$ cat src/design/assert_macros.svh
// assertion macros used by the rtl top level
`ifndef ASSERT_MACROS_SVH
`define ASSERT_MACROS_SVH

`ifndef SYNTHESIS

// clocked property, disabled while reset is held
`define ASSERT_CLK(label, prop, msg) \
    label: assert property (@(posedge clk) disable iff (!rst_n) prop) else $error(msg);

// condition that must never hold at a clock edge
`define ASSERT_NEVER(label, cond, msg) \
    label: assert property (@(posedge clk) disable iff (!rst_n) !(cond)) else $error(msg);

`else

`define ASSERT_CLK(label, prop, msg)
`define ASSERT_NEVER(label, cond, msg)

`endif

`endif

$ cat src/design/pis_pkg.sv
// package with widths, constants, types and helpers of the poisson inversion sampler
`default_nettype none

package pis_pkg;

    // table geometry
    localparam int TABLE_SIZE = 46;
    localparam int IDX_W      = $clog2(TABLE_SIZE);
    localparam int CNT_W      = $clog2(TABLE_SIZE + 1);

    // field widths
    localparam int VAL_W      = 33;
    localparam int MEAN_W     = 32;
    localparam int U_W        = 32;
    localparam int COUNT_W    = 6;
    localparam int M_TDATA_W  = 8;
    localparam int CFG_IDX_W  = 1;

    // term unit arithmetic: 33x32 product, quotient after dropping 28 fraction bits
    localparam int PROD_W     = VAL_W + MEAN_W;
    localparam int FRAC_SHIFT = 28;
    localparam int QUO_W      = PROD_W - FRAC_SHIFT;
    localparam int DIVC_W     = $clog2(QUO_W + 1);
    localparam int REM_W      = CNT_W + 1;

    // constants
    localparam logic [U_W-1:0]   U_THRESHOLD = 32'd1967095021;
    localparam logic [VAL_W-1:0] Q32_ONE     = 33'h1_0000_0000;
    localparam logic [VAL_W-1:0] VAL_MAX     = {VAL_W{1'b1}};
    localparam logic [IDX_W-1:0] LAST_IDX    = IDX_W'(TABLE_SIZE - 1);

    // register indexes
    localparam logic [CFG_IDX_W-1:0] CFG_MEAN = 1'b0;
    localparam logic [CFG_IDX_W-1:0] CFG_EXP  = 1'b1;

    // request to the pmf term unit
    typedef struct packed {
        logic             start;
        logic [CNT_W-1:0] k;
    } term_req_t;

    // integer part of the mean, clamped to the last table index
    function automatic logic [IDX_W-1:0] floor_mean(input logic [MEAN_W-1:0] mean);
        logic [3:0] f;
        f = mean[MEAN_W-1:MEAN_W-4];
        if (32'(f) > TABLE_SIZE - 1)
            return LAST_IDX;
        else
            return IDX_W'(f);
    endfunction

    // table index to the count field
    function automatic logic [COUNT_W-1:0] to_count(input logic [IDX_W-1:0] idx);
        logic [IDX_W+COUNT_W-1:0] w;
        w = {{COUNT_W{1'b0}}, idx};
        return w[COUNT_W-1:0];
    endfunction

    // saturating add of two table values
    function automatic logic [VAL_W-1:0] sat_add(input logic [VAL_W-1:0] a,
                                                 input logic [VAL_W-1:0] b);
        logic [VAL_W:0] s;
        s = {1'b0, a} + {1'b0, b};
        return s[VAL_W] ? VAL_MAX : s[VAL_W-1:0];
    endfunction

endpackage

`default_nettype wire

$ cat src/design/pis_ram.sv
// generic single-write, single-read ram with registered read data
`default_nettype none

module pis_ram #(
    parameter int WIDTH = 33,
    parameter int DEPTH = 46
) (
    input  wire logic                     clk,
    input  wire logic                     we,
    input  wire logic [$clog2(DEPTH)-1:0] waddr,
    input  wire logic [WIDTH-1:0]         wdata,
    input  wire logic                     re,
    input  wire logic [$clog2(DEPTH)-1:0] raddr,
    output logic      [WIDTH-1:0]         rdata
);

    logic [WIDTH-1:0] mem [DEPTH];

    // write port
    always_ff @(posedge clk)
    begin
        if (we)
        begin
            mem[waddr] <= wdata;
        end
    end

    // registered read port
    always_ff @(posedge clk)
    begin
        if (re)
        begin
            rdata <= mem[raddr];
        end
    end

endmodule

`default_nettype wire

$ cat src/design/pis_term_unit.sv
// pmf term unit: round_half_up(p * lambda / (k * 2^28)) saturated to 33 bits
`default_nettype none

module pis_term_unit (
    input  wire logic                          clk,
    input  wire logic                          rst_n,
    input  wire pis_pkg::term_req_t            req,
    input  wire logic [pis_pkg::VAL_W-1:0]     pmf_in,
    input  wire logic [pis_pkg::MEAN_W-1:0]    mean,
    output logic                               done,
    output logic      [pis_pkg::VAL_W-1:0]     term
);

    localparam logic [2:0] T_IDLE = 3'd0;
    localparam logic [2:0] T_MLO  = 3'd1;
    localparam logic [2:0] T_MHI  = 3'd2;
    localparam logic [2:0] T_DIV  = 3'd3;
    localparam logic [2:0] T_FIN  = 3'd4;

    logic [2:0]                   state_reg, state_next;
    logic [pis_pkg::VAL_W-1:0]    p_reg, p_next;
    logic [pis_pkg::MEAN_W-1:0]   lam_reg, lam_next;
    logic [pis_pkg::CNT_W-1:0]    k_reg, k_next;
    logic [pis_pkg::PROD_W-1:0]   acc_reg, acc_next;
    logic [pis_pkg::QUO_W-1:0]    quo_reg, quo_next;
    logic [pis_pkg::REM_W-1:0]    rem_reg, rem_next;
    logic [pis_pkg::DIVC_W-1:0]   cnt_reg, cnt_next;

    logic [pis_pkg::VAL_W+15:0]   prod_lo;
    logic [pis_pkg::VAL_W+15:0]   prod_hi;
    logic [pis_pkg::PROD_W-1:0]   bias;
    logic [pis_pkg::PROD_W-1:0]   sum_lo;
    logic [pis_pkg::PROD_W-1:0]   sum_hi;
    logic [pis_pkg::REM_W-1:0]    shifted;
    logic [pis_pkg::REM_W-1:0]    k_ext;

    // partial products of p by the two halves of lambda
    assign prod_lo = p_reg * lam_reg[15:0];
    assign prod_hi = p_reg * lam_reg[31:16];

    // half of the divisor k*2^28 for rounding
    assign bias    = pis_pkg::PROD_W'(k_reg) << (pis_pkg::FRAC_SHIFT - 1);
    assign sum_lo  = pis_pkg::PROD_W'(prod_lo) + bias;
    assign sum_hi  = acc_reg + (pis_pkg::PROD_W'(prod_hi) << 16);

    // one restoring division step by k
    assign shifted = {rem_reg[pis_pkg::REM_W-2:0], quo_reg[pis_pkg::QUO_W-1]};
    assign k_ext   = {1'b0, k_reg};

    // saturated quotient
    assign done = (state_reg == T_FIN);
    assign term = (|quo_reg[pis_pkg::QUO_W-1:pis_pkg::VAL_W]) ? pis_pkg::VAL_MAX
                                                             : quo_reg[pis_pkg::VAL_W-1:0];

    // sequencer
    always_comb
    begin
        state_next = state_reg;
        p_next     = p_reg;
        lam_next   = lam_reg;
        k_next     = k_reg;
        acc_next   = acc_reg;
        quo_next   = quo_reg;
        rem_next   = rem_reg;
        cnt_next   = cnt_reg;
        unique case (state_reg)
            T_IDLE:
            begin
                if (req.start)
                begin
                    p_next     = pmf_in;
                    lam_next   = mean;
                    k_next     = req.k;
                    state_next = T_MLO;
                end
            end
            T_MLO:
            begin
                acc_next   = sum_lo;
                state_next = T_MHI;
            end
            T_MHI:
            begin
                quo_next   = sum_hi[pis_pkg::PROD_W-1:pis_pkg::FRAC_SHIFT];
                rem_next   = '0;
                cnt_next   = pis_pkg::DIVC_W'(pis_pkg::QUO_W);
                state_next = T_DIV;
            end
            T_DIV:
            begin
                if (shifted >= k_ext)
                begin
                    rem_next = shifted - k_ext;
                    quo_next = {quo_reg[pis_pkg::QUO_W-2:0], 1'b1};
                end
                else
                begin
                    rem_next = shifted;
                    quo_next = {quo_reg[pis_pkg::QUO_W-2:0], 1'b0};
                end
                cnt_next = cnt_reg - 1'b1;
                if (cnt_reg == pis_pkg::DIVC_W'(1))
                begin
                    state_next = T_FIN;
                end
            end
            T_FIN:
            begin
                state_next = T_IDLE;
            end
            default:
            begin
                state_next = T_IDLE;
            end
        endcase
    end

    // control state
    always_ff @(posedge clk or negedge rst_n)
    begin
        if (!rst_n)
        begin
            state_reg <= T_IDLE;
            cnt_reg   <= '0;
        end
        else
        begin
            state_reg <= state_next;
            cnt_reg   <= cnt_next;
        end
    end

    // datapath registers
    always_ff @(posedge clk)
    begin
        p_reg   <= p_next;
        lam_reg <= lam_next;
        k_reg   <= k_next;
        acc_reg <= acc_next;
        quo_reg <= quo_next;
        rem_reg <= rem_next;
    end

endmodule

`default_nettype wire

$ cat src/design/poisson_inversion_sampler_top.sv
// top level of the poisson inversion sampler: sequencer, table ram and term unit
//
// Maps one uniform sample u (Q0.32) to a Poisson count by searching a Q1.32
// cumulative table held in a 46-entry ram. One sample is in work at a time.
// The search reads one entry per cycle through the ram's registered port,
// walking the entries from 0, or from floor(lambda) when u > 0.458. Each
// entry after entry 0 that has to be added is built in the term unit: two
// partial products, 37 restoring division steps, start and finish. After
// reset or any register write the first sample also builds entries
// 0..floor(lambda); later entries are added only when a search runs past
// the table end. No clearing pass: only written entries are ever read.
// Registers may be written only while no sample is in work.
`default_nettype none
`include "assert_macros.svh"

module poisson_inversion_sampler_top (
    input  wire logic                              clk,
    input  wire logic                              rst_n,
    // configuration write port
    input  wire logic                              cfg_wr_en,
    input  wire logic [pis_pkg::CFG_IDX_W-1:0]     cfg_index,
    input  wire logic [pis_pkg::VAL_W-1:0]         cfg_wdata,
    // sample request
    input  wire logic                              s_tvalid,
    output logic                                   s_tready,
    input  wire logic [pis_pkg::U_W-1:0]           s_tdata,   // [31:0] uniform_sample
    // result request
    output logic                                   m_tvalid,
    input  wire logic                              m_tready,
    output logic      [pis_pkg::M_TDATA_W-1:0]     m_tdata,   // [5:0] count, [7:6] zero
    output logic                                   m_tuser    // [0] table_exhausted
);

    localparam logic [2:0] ST_IDLE   = 3'd0;
    localparam logic [2:0] ST_INIT   = 3'd1;
    localparam logic [2:0] ST_TSTART = 3'd2;
    localparam logic [2:0] ST_TWAIT  = 3'd3;
    localparam logic [2:0] ST_SRCH   = 3'd4;
    localparam logic [2:0] ST_DONE   = 3'd5;

    logic [2:0]                     state_reg, state_next;
    logic [pis_pkg::MEAN_W-1:0]     mean_reg, mean_next;
    logic [pis_pkg::VAL_W-1:0]      exp_reg, exp_next;
    logic [pis_pkg::CNT_W-1:0]      filled_reg, filled_next;
    logic [pis_pkg::VAL_W-1:0]      last_p_reg, last_p_next;
    logic [pis_pkg::VAL_W-1:0]      last_cdf_reg, last_cdf_next;
    logic [pis_pkg::U_W-1:0]        u_reg, u_next;
    logic [pis_pkg::CNT_W-1:0]      k_reg, k_next;
    logic                           pend_reg, pend_next;
    logic [pis_pkg::IDX_W-1:0]      pidx_reg, pidx_next;
    logic                           ext_reg, ext_next;
    logic [pis_pkg::IDX_W-1:0]      res_reg, res_next;
    logic                           exh_reg, exh_next;
    logic                           out_valid_reg, out_valid_next;
    logic [pis_pkg::COUNT_W-1:0]    out_count_reg, out_count_next;
    logic                           out_exh_reg, out_exh_next;

    logic                           mem_we;
    logic [pis_pkg::IDX_W-1:0]      mem_waddr;
    logic [pis_pkg::VAL_W-1:0]      mem_wdata;
    logic                           mem_re;
    logic [pis_pkg::IDX_W-1:0]      mem_raddr;
    logic [pis_pkg::VAL_W-1:0]      mem_rdata;

    pis_pkg::term_req_t             term_req;
    logic                           term_start;
    logic                           term_done;
    logic [pis_pkg::VAL_W-1:0]      term_val;

    logic [pis_pkg::IDX_W-1:0]      top_idx;
    logic [pis_pkg::CNT_W-1:0]      next_fill;
    logic [pis_pkg::VAL_W-1:0]      t_sum;
    logic [pis_pkg::VAL_W-1:0]      t_new;
    logic                           out_load;

    // cumulative table
    pis_ram #(
        .WIDTH (pis_pkg::VAL_W),
        .DEPTH (pis_pkg::TABLE_SIZE)
    ) u_cdf_ram (
        .clk   (clk),
        .we    (mem_we),
        .waddr (mem_waddr),
        .wdata (mem_wdata),
        .re    (mem_re),
        .raddr (mem_raddr),
        .rdata (mem_rdata)
    );

    // pmf recurrence for the entry at index filled
    assign term_req.start = term_start;
    assign term_req.k     = filled_reg;

    pis_term_unit u_term (
        .clk    (clk),
        .rst_n  (rst_n),
        .req    (term_req),
        .pmf_in (last_p_reg),
        .mean   (mean_reg),
        .done   (term_done),
        .term   (term_val)
    );

    // new entry value, forced to one on a zero term while extending
    assign top_idx   = pis_pkg::floor_mean(mean_reg);
    assign next_fill = filled_reg + 1'b1;
    assign t_sum     = pis_pkg::sat_add(last_cdf_reg, term_val);
    assign t_new     = (ext_reg && (term_val == '0)) ? pis_pkg::Q32_ONE : t_sum;

    assign out_load  = (state_reg == ST_DONE) && (!out_valid_reg || m_tready);

    // sequencer
    always_comb
    begin
        state_next    = state_reg;
        mean_next     = mean_reg;
        exp_next      = exp_reg;
        filled_next   = filled_reg;
        last_p_next   = last_p_reg;
        last_cdf_next = last_cdf_reg;
        u_next        = u_reg;
        k_next        = k_reg;
        pend_next     = pend_reg;
        pidx_next     = pidx_reg;
        ext_next      = ext_reg;
        res_next      = res_reg;
        exh_next      = exh_reg;
        mem_we        = 1'b0;
        mem_waddr     = filled_reg[pis_pkg::IDX_W-1:0];
        mem_wdata     = t_new;
        mem_re        = 1'b0;
        mem_raddr     = k_reg[pis_pkg::IDX_W-1:0];
        term_start    = 1'b0;

        unique case (state_reg)
            ST_IDLE:
            begin
                if (s_tvalid)
                begin
                    u_next    = s_tdata;
                    k_next    = (s_tdata > pis_pkg::U_THRESHOLD)
                                ? pis_pkg::CNT_W'(top_idx) : '0;
                    pend_next = 1'b0;
                    state_next = (filled_reg == '0) ? ST_INIT : ST_SRCH;
                end
            end
            ST_INIT:
            begin
                // entry zero is exp(-lambda)
                mem_we        = 1'b1;
                mem_waddr     = '0;
                mem_wdata     = exp_reg;
                last_p_next   = exp_reg;
                last_cdf_next = exp_reg;
                filled_next   = pis_pkg::CNT_W'(1);
                ext_next      = 1'b0;
                state_next    = (top_idx != '0) ? ST_TSTART : ST_SRCH;
            end
            ST_TSTART:
            begin
                term_start = 1'b1;
                state_next = ST_TWAIT;
            end
            ST_TWAIT:
            begin
                if (term_done)
                begin
                    mem_we        = 1'b1;
                    last_p_next   = term_val;
                    last_cdf_next = t_new;
                    filled_next   = next_fill;
                    if (!ext_reg)
                    begin
                        // initial fill up to floor(lambda)
                        state_next = (next_fill <= pis_pkg::CNT_W'(top_idx))
                                     ? ST_TSTART : ST_SRCH;
                    end
                    else if ({1'b0, u_reg} <= t_new)
                    begin
                        res_next   = filled_reg[pis_pkg::IDX_W-1:0];
                        exh_next   = 1'b0;
                        state_next = ST_DONE;
                    end
                    else if (next_fill < pis_pkg::CNT_W'(pis_pkg::TABLE_SIZE))
                    begin
                        state_next = ST_TSTART;
                    end
                    else
                    begin
                        res_next   = pis_pkg::LAST_IDX;
                        exh_next   = 1'b1;
                        state_next = ST_DONE;
                    end
                end
            end
            ST_SRCH:
            begin
                // registered read: data compared in the cycle after the read
                if (pend_reg && ({1'b0, u_reg} <= mem_rdata))
                begin
                    res_next   = pidx_reg;
                    exh_next   = 1'b0;
                    pend_next  = 1'b0;
                    state_next = ST_DONE;
                end
                else if (k_reg < filled_reg)
                begin
                    mem_re    = 1'b1;
                    pidx_next = k_reg[pis_pkg::IDX_W-1:0];
                    pend_next = 1'b1;
                    k_next    = k_reg + 1'b1;
                end
                else
                begin
                    pend_next = 1'b0;
                    if (filled_reg < pis_pkg::CNT_W'(pis_pkg::TABLE_SIZE))
                    begin
                        ext_next   = 1'b1;
                        state_next = ST_TSTART;
                    end
                    else
                    begin
                        res_next   = pis_pkg::LAST_IDX;
                        exh_next   = 1'b1;
                        state_next = ST_DONE;
                    end
                end
            end
            ST_DONE:
            begin
                if (out_load)
                begin
                    state_next = ST_IDLE;
                end
            end
            default:
            begin
                state_next = ST_IDLE;
            end
        endcase

        // register write empties the table
        if (cfg_wr_en)
        begin
            unique case (cfg_index)
                pis_pkg::CFG_MEAN: mean_next = cfg_wdata[pis_pkg::MEAN_W-1:0];
                pis_pkg::CFG_EXP:  exp_next  = cfg_wdata;
            endcase
            filled_next = '0;
        end
    end

    // output register
    always_comb
    begin
        out_valid_next = out_valid_reg;
        out_count_next = out_count_reg;
        out_exh_next   = out_exh_reg;
        priority if (out_load)
        begin
            out_valid_next = 1'b1;
            out_count_next = pis_pkg::to_count(res_reg);
            out_exh_next   = exh_reg;
        end
        else if (m_tready)
        begin
            out_valid_next = 1'b0;
        end
    end

    // control state and registers
    always_ff @(posedge clk or negedge rst_n)
    begin
        if (!rst_n)
        begin
            state_reg     <= ST_IDLE;
            mean_reg      <= '0;
            exp_reg       <= pis_pkg::Q32_ONE;
            filled_reg    <= '0;
            last_p_reg    <= '0;
            last_cdf_reg  <= '0;
            k_reg         <= '0;
            pend_reg      <= 1'b0;
            ext_reg       <= 1'b0;
            out_valid_reg <= 1'b0;
        end
        else
        begin
            state_reg     <= state_next;
            mean_reg      <= mean_next;
            exp_reg       <= exp_next;
            filled_reg    <= filled_next;
            last_p_reg    <= last_p_next;
            last_cdf_reg  <= last_cdf_next;
            k_reg         <= k_next;
            pend_reg      <= pend_next;
            ext_reg       <= ext_next;
            out_valid_reg <= out_valid_next;
        end
    end

    // payload registers
    always_ff @(posedge clk)
    begin
        u_reg         <= u_next;
        pidx_reg      <= pidx_next;
        res_reg       <= res_next;
        exh_reg       <= exh_next;
        out_count_reg <= out_count_next;
        out_exh_reg   <= out_exh_next;
    end

    // ports
    assign s_tready = (state_reg == ST_IDLE);
    assign m_tvalid = out_valid_reg;
    assign m_tdata  = {{(pis_pkg::M_TDATA_W - pis_pkg::COUNT_W){1'b0}}, out_count_reg};
    assign m_tuser  = out_exh_reg;

    // checks
    `ASSERT_CLK(a_accept_leaves_idle, (s_tvalid && s_tready) |=> (state_reg != ST_IDLE), "accepted sample left sequencer idle")
    `ASSERT_NEVER(a_term_done_in_wait, term_done && (state_reg != ST_TWAIT), "term unit finished while sequencer not waiting")
    `ASSERT_CLK(a_clamp_on_exhaust, (m_tvalid && m_tuser) |-> (m_tdata[pis_pkg::COUNT_W-1:0] == pis_pkg::to_count(pis_pkg::LAST_IDX)), "exhausted result not clamped to last index")
    `ASSERT_CLK(a_done_delivers, (state_reg == ST_DONE && !(m_tvalid && !m_tready)) |=> (m_tvalid && state_reg == ST_IDLE), "finished sample not moved to output register")

endmodule

`default_nettype wire

$ cat config.mk
export PLATFORM = sky130hd
export DESIGN_NAME = poisson_inversion_sampler_top
export DESIGN_NICKNAME = d
export VERILOG_FILES = /design/src/design/pis_pkg.sv /design/src/design/pis_ram.sv /design/src/design/pis_term_unit.sv /design/src/design/poisson_inversion_sampler_top.sv
export VERILOG_INCLUDE_DIRS = /design/src /design/src/design
export SDC_FILE = /design/constraint.sdc
export NUM_CORES = 2
export LEC_CHECK = 0
export BUFFER_PORTS_ARGS = -buffer_cell sky130_fd_sc_hd__clkbuf_2
export CORE_MARGIN = 3
export CORE_UTILIZATION = 55
export DETAILED_ROUTE_END_ITERATION = 8
export PLACE_DENSITY = 0.7
export SLEW_MARGIN = 30
export SYNTH_ARGS = -nofsm -noshare
export SYNTH_HDL_FRONTEND = slang
export SYNTH_HIERARCHICAL = 1
export SYNTH_SLANG_ARGS = --single-unit
$ cat constraint.sdc
create_clock -name clk -period 19.8 [get_ports clk]
set_input_delay 3.96 -clock clk [delete_from_list [all_inputs] [get_ports clk]]
set_output_delay 3.96 -clock clk [all_outputs]
set_load 0.02 [all_outputs]
==> impl_metrics.yaml <==
grt:
  grt_start_max_net_pins: 98
  antenna_found_initial: 6
  grt_pass1_vias: 74200
  grt_pass1_wl_um: 462000
  grt_use_total_pct: 29.2
  grt_overflow: 0
clock_tree:
  clkTransAtPathRegs_ps: 60
  clk_latency_ps: 840
  ctsResizeCount: 0
  clock_sinks: 1909
  postCtsSetupRepairBufs: 0
  cts-root-buf: "clkbuf_16"
  clk_path_buf_depth: 3
  cts_hold_buf: 0
  cts-htree-levels: 4
  cts_buffers: 181
  cts_tree: "built"
drt:
  wl_um: 304000
  dr_wl_met2_um: 150000
  m1WireLength_um: 116000
  top_layer_used: "met4"
  ant_nets: 0
  drt_iter0_drc: 6535
  vias_per_cell: 6.08
  drtPass1Iterations: 6
  wl_per_cell_um: 26.0
  route.met3.wl_um: 20900
  drc: 0
  via_count: 71300
min_path:
  min_to: "out_count_reg[5]"
  hold_class: "flop to flop"
  hold_depth: 0
  min_from: "res_reg[5]"
setup_path:
  r2r_start: "u_term/p_reg[18]"
  cp-end-kind: "flop"
  slowest_delay_ps: 580
  cp.required_ps: 20390
  reg2reg_depth: 30
  r2r-end: "u_term/quo_reg[36]"
  worstPathMaxFanout: 19
  crit_arrival_ps: 9920
  cp-start-kind: "flop"
  cpMaxStageDelayCell: "or4_4"
  rrSetupSlack_ps: 10470
  path_class: "flop to flop"
  path_common_cell: "fa_1"
synthesis:
  synth_area_leaders: "edfxtp_1 (47%), fa_1 (15%), ha_1 (4.7%)"
  synth.avg_cell_area_um2: 12.7
  syn_area_um2: 113000
  synth_compound_area_share_pct: 6.38
  synth_cells: 8875
  synth_warnings: 6
  synth-edff-count: 1751
  synth.distinct_cells: 109
  synth_top_area_share_pct: 46.6
  yosys.area_share.simple_pct: 9.32
  muxShareOfSynthArea_pct: 7.78
  synthXorXnorAreaFrac_pct: 1.08
  synthAdderAreaFrac_pct: 20.1
  synth_top_family_by_area: "adder cells"
  synth_area_leader_cell: "edfxtp_1"
  ys_ff_latch: 1909
  ys.flop_type: "edfxtp_1"
  synthArstFlopShare_pct: 8.28
  seq_area_frac_synth_pct: 50.1
sta:
  min_period_ps: 9330
  fmax_ghz: 0.107
  finClkSkew_ps: 64.2
  setup_viol: 0
  relSlewSlack_pct: 35.9
  hold_viol_final: 0
  tns_ps: 0
  period_share_pct: 47.1
  fin_hold_ws_ps: 429
  slew_viol_final: 0
  tightest_slew_ps: 961
  rsz0062_at_grt: "no"
finish:
  drive_gt1_share_pct: 10.2
  fillCellCount: 15700
  insertedDiodeCount: 0
  seq_area_um2: 56500
  synthToLayoutAreaGrowth_pct: 8.82
  final_nets: 10200
  largest_reg_flops: 1518
  multiInputGateArea_um2: 51000
floorplan:
  start_util_pct: 55.6
  io_pins: 82
  dieWidth_um: 459
  die_y_um: 459
  rows: 165
  core_um2: 203000
  die_area_um2: 211000
place:
  io_buffers: 79
  gp_congestion: 0.925
  dpl.hpwl_um: 208000
flow_run:
  maxCapViolCount: 0
status:
  status: "completed"
power:
  worst_ir_drop_vdd_uv: 227
  pwr_density_cell_nw_per_um2: 142
  p_leak_nw: 48.2
==> layout by cell type (no fill, tap or decap), drive strengths merged, types with 45 or more instances in the layout <==
master,Yosys,routed
dfrtp,157,157
a221oi,75,75
clkbuf,343,299
and2,346,346
nor3,47,47
a21oi,236,236
a21o,94,94
xor2,57,57
clkinv,1,91
mux2,63,63
fa,872,872
edfxtp,1751,1751
nand4,57,57
nor2,447,447
mux2i,436,436
nand3,162,162
or3,45,45
o21ai,241,241
o22ai,181,181
buf,122,213
xnor2,82,82
mux4,165,165
inv,1044,1049
ha,421,421
nand2,949,949
o211ai,46,46
nand2b,63,63
==> synthesized netlist by cell type, types with 12 or more instances <==
cell type / instances
o21bai_1: 14
a21o_1: 94
mux2_2: 63
nor2_1: 446
a211oi_1: 26
o21ai_0: 228
ha_1: 421
and2_1: 345
a221oi_1: 74
xor2_1: 57
mux4_2: 165
nor2b_1: 28
nand2_1: 946
nor3_1: 45
nand4_1: 55
a21boi_0: 12
or3_1: 45
a31oi_1: 22
nand2b_1: 63
dfrtp_1: 157
buf_2: 84
buf_6: 15
fa_1: 872
edfxtp_1: 1751
inv_1: 1043
o22ai_1: 181
o21a_1: 35
clkbuf_1: 342
mux2i_1: 436
o211ai_1: 46
buf_1: 13
nand3_1: 162
and3_1: 16
and4_1: 13
xnor2_1: 81
a21oi_1: 233
nor4_1: 22
a22oi_1: 35
==> cell families after synthesis <==
kind of cell / count (synthesis)
compound gates: 1108
other cells: 1
xor+xnor: 139
flops: 1909
simple gates: 2251
mux: 664
fa+ha+maj: 1293
buf+inv: 1510
==> critical path, delay by kind of cell (launching register included) <==
kind                       cells  cell delay (ps)
AOI/OAI and AO/OA              7             2100
xor gates and xnor gates       1               80
adders and majority gates      8             3860
buffers and inverters          5              810
DFF                            1              310
and+or+nand+nor                9             1960
==> report_power, final <==
group,switching [mW],internal [mW],leakage [nW],total (mW)
sequential,0.241,5.84,17.4,6.08
clock,1.52,1.96,2.91,3.48
combinational,5.19,2.67,27.9,7.86
==> worst max-delay path by stage <==
stage	cells past startpoint	from	slack, ps	end
6_report	30	u_term/p_reg[18]	10470	u_term/quo_reg[36]
5_1_grt	30	u_term/p_reg[18]	10100	u_term/quo_reg[36]
4_1_cts	30	u_term/p_reg[18]	10490	u_term/quo_reg[36]
3_5_place_dp	30	u_term/p_reg[18]	10450	u_term/quo_reg[36]
3_3_place_gp	30	u_term/p_reg[18]	10500	u_term/quo_reg[36]
2_1_floorplan	32	u_term/lam_reg[23]	11560	u_term/quo_reg[36]
==> area by class of cell <==
cell class,instances,share of cell area [%]
timing repair buffer,291,1.65
multi-input combinational,5457,41.5
inverter,1045,3.19
clock buffer,221,3.82
clock inverter,119,1.09
tap,2672,2.72
sequential,1909,46.0
==> routing by layer <==
metal / GRT usage [%] / vias up
met5: 0 / -
met4: 14.3 / 0
met3: 4.24 / 726
met2: 49.3 / 3079
met1: 37.2 / 36600
li1: - / 30900
==> metrics by stage <==
stage	worst slack (ps)	utilization, %	cells	instance area (µm²)	power, mW
after global placement	10500	57.5	11400	117000	13.8
after floorplan	11560	-	8876	113000	11.4
after CTS	10490	60.5	11700	123000	17.4
final	10470	60.5	11700	123000	17.4
after global routing	10100	60.5	11700	123000	18.4
after detailed placement	10450	57.5	11400	117000	13.9
(Power assumes the default switching activity.)
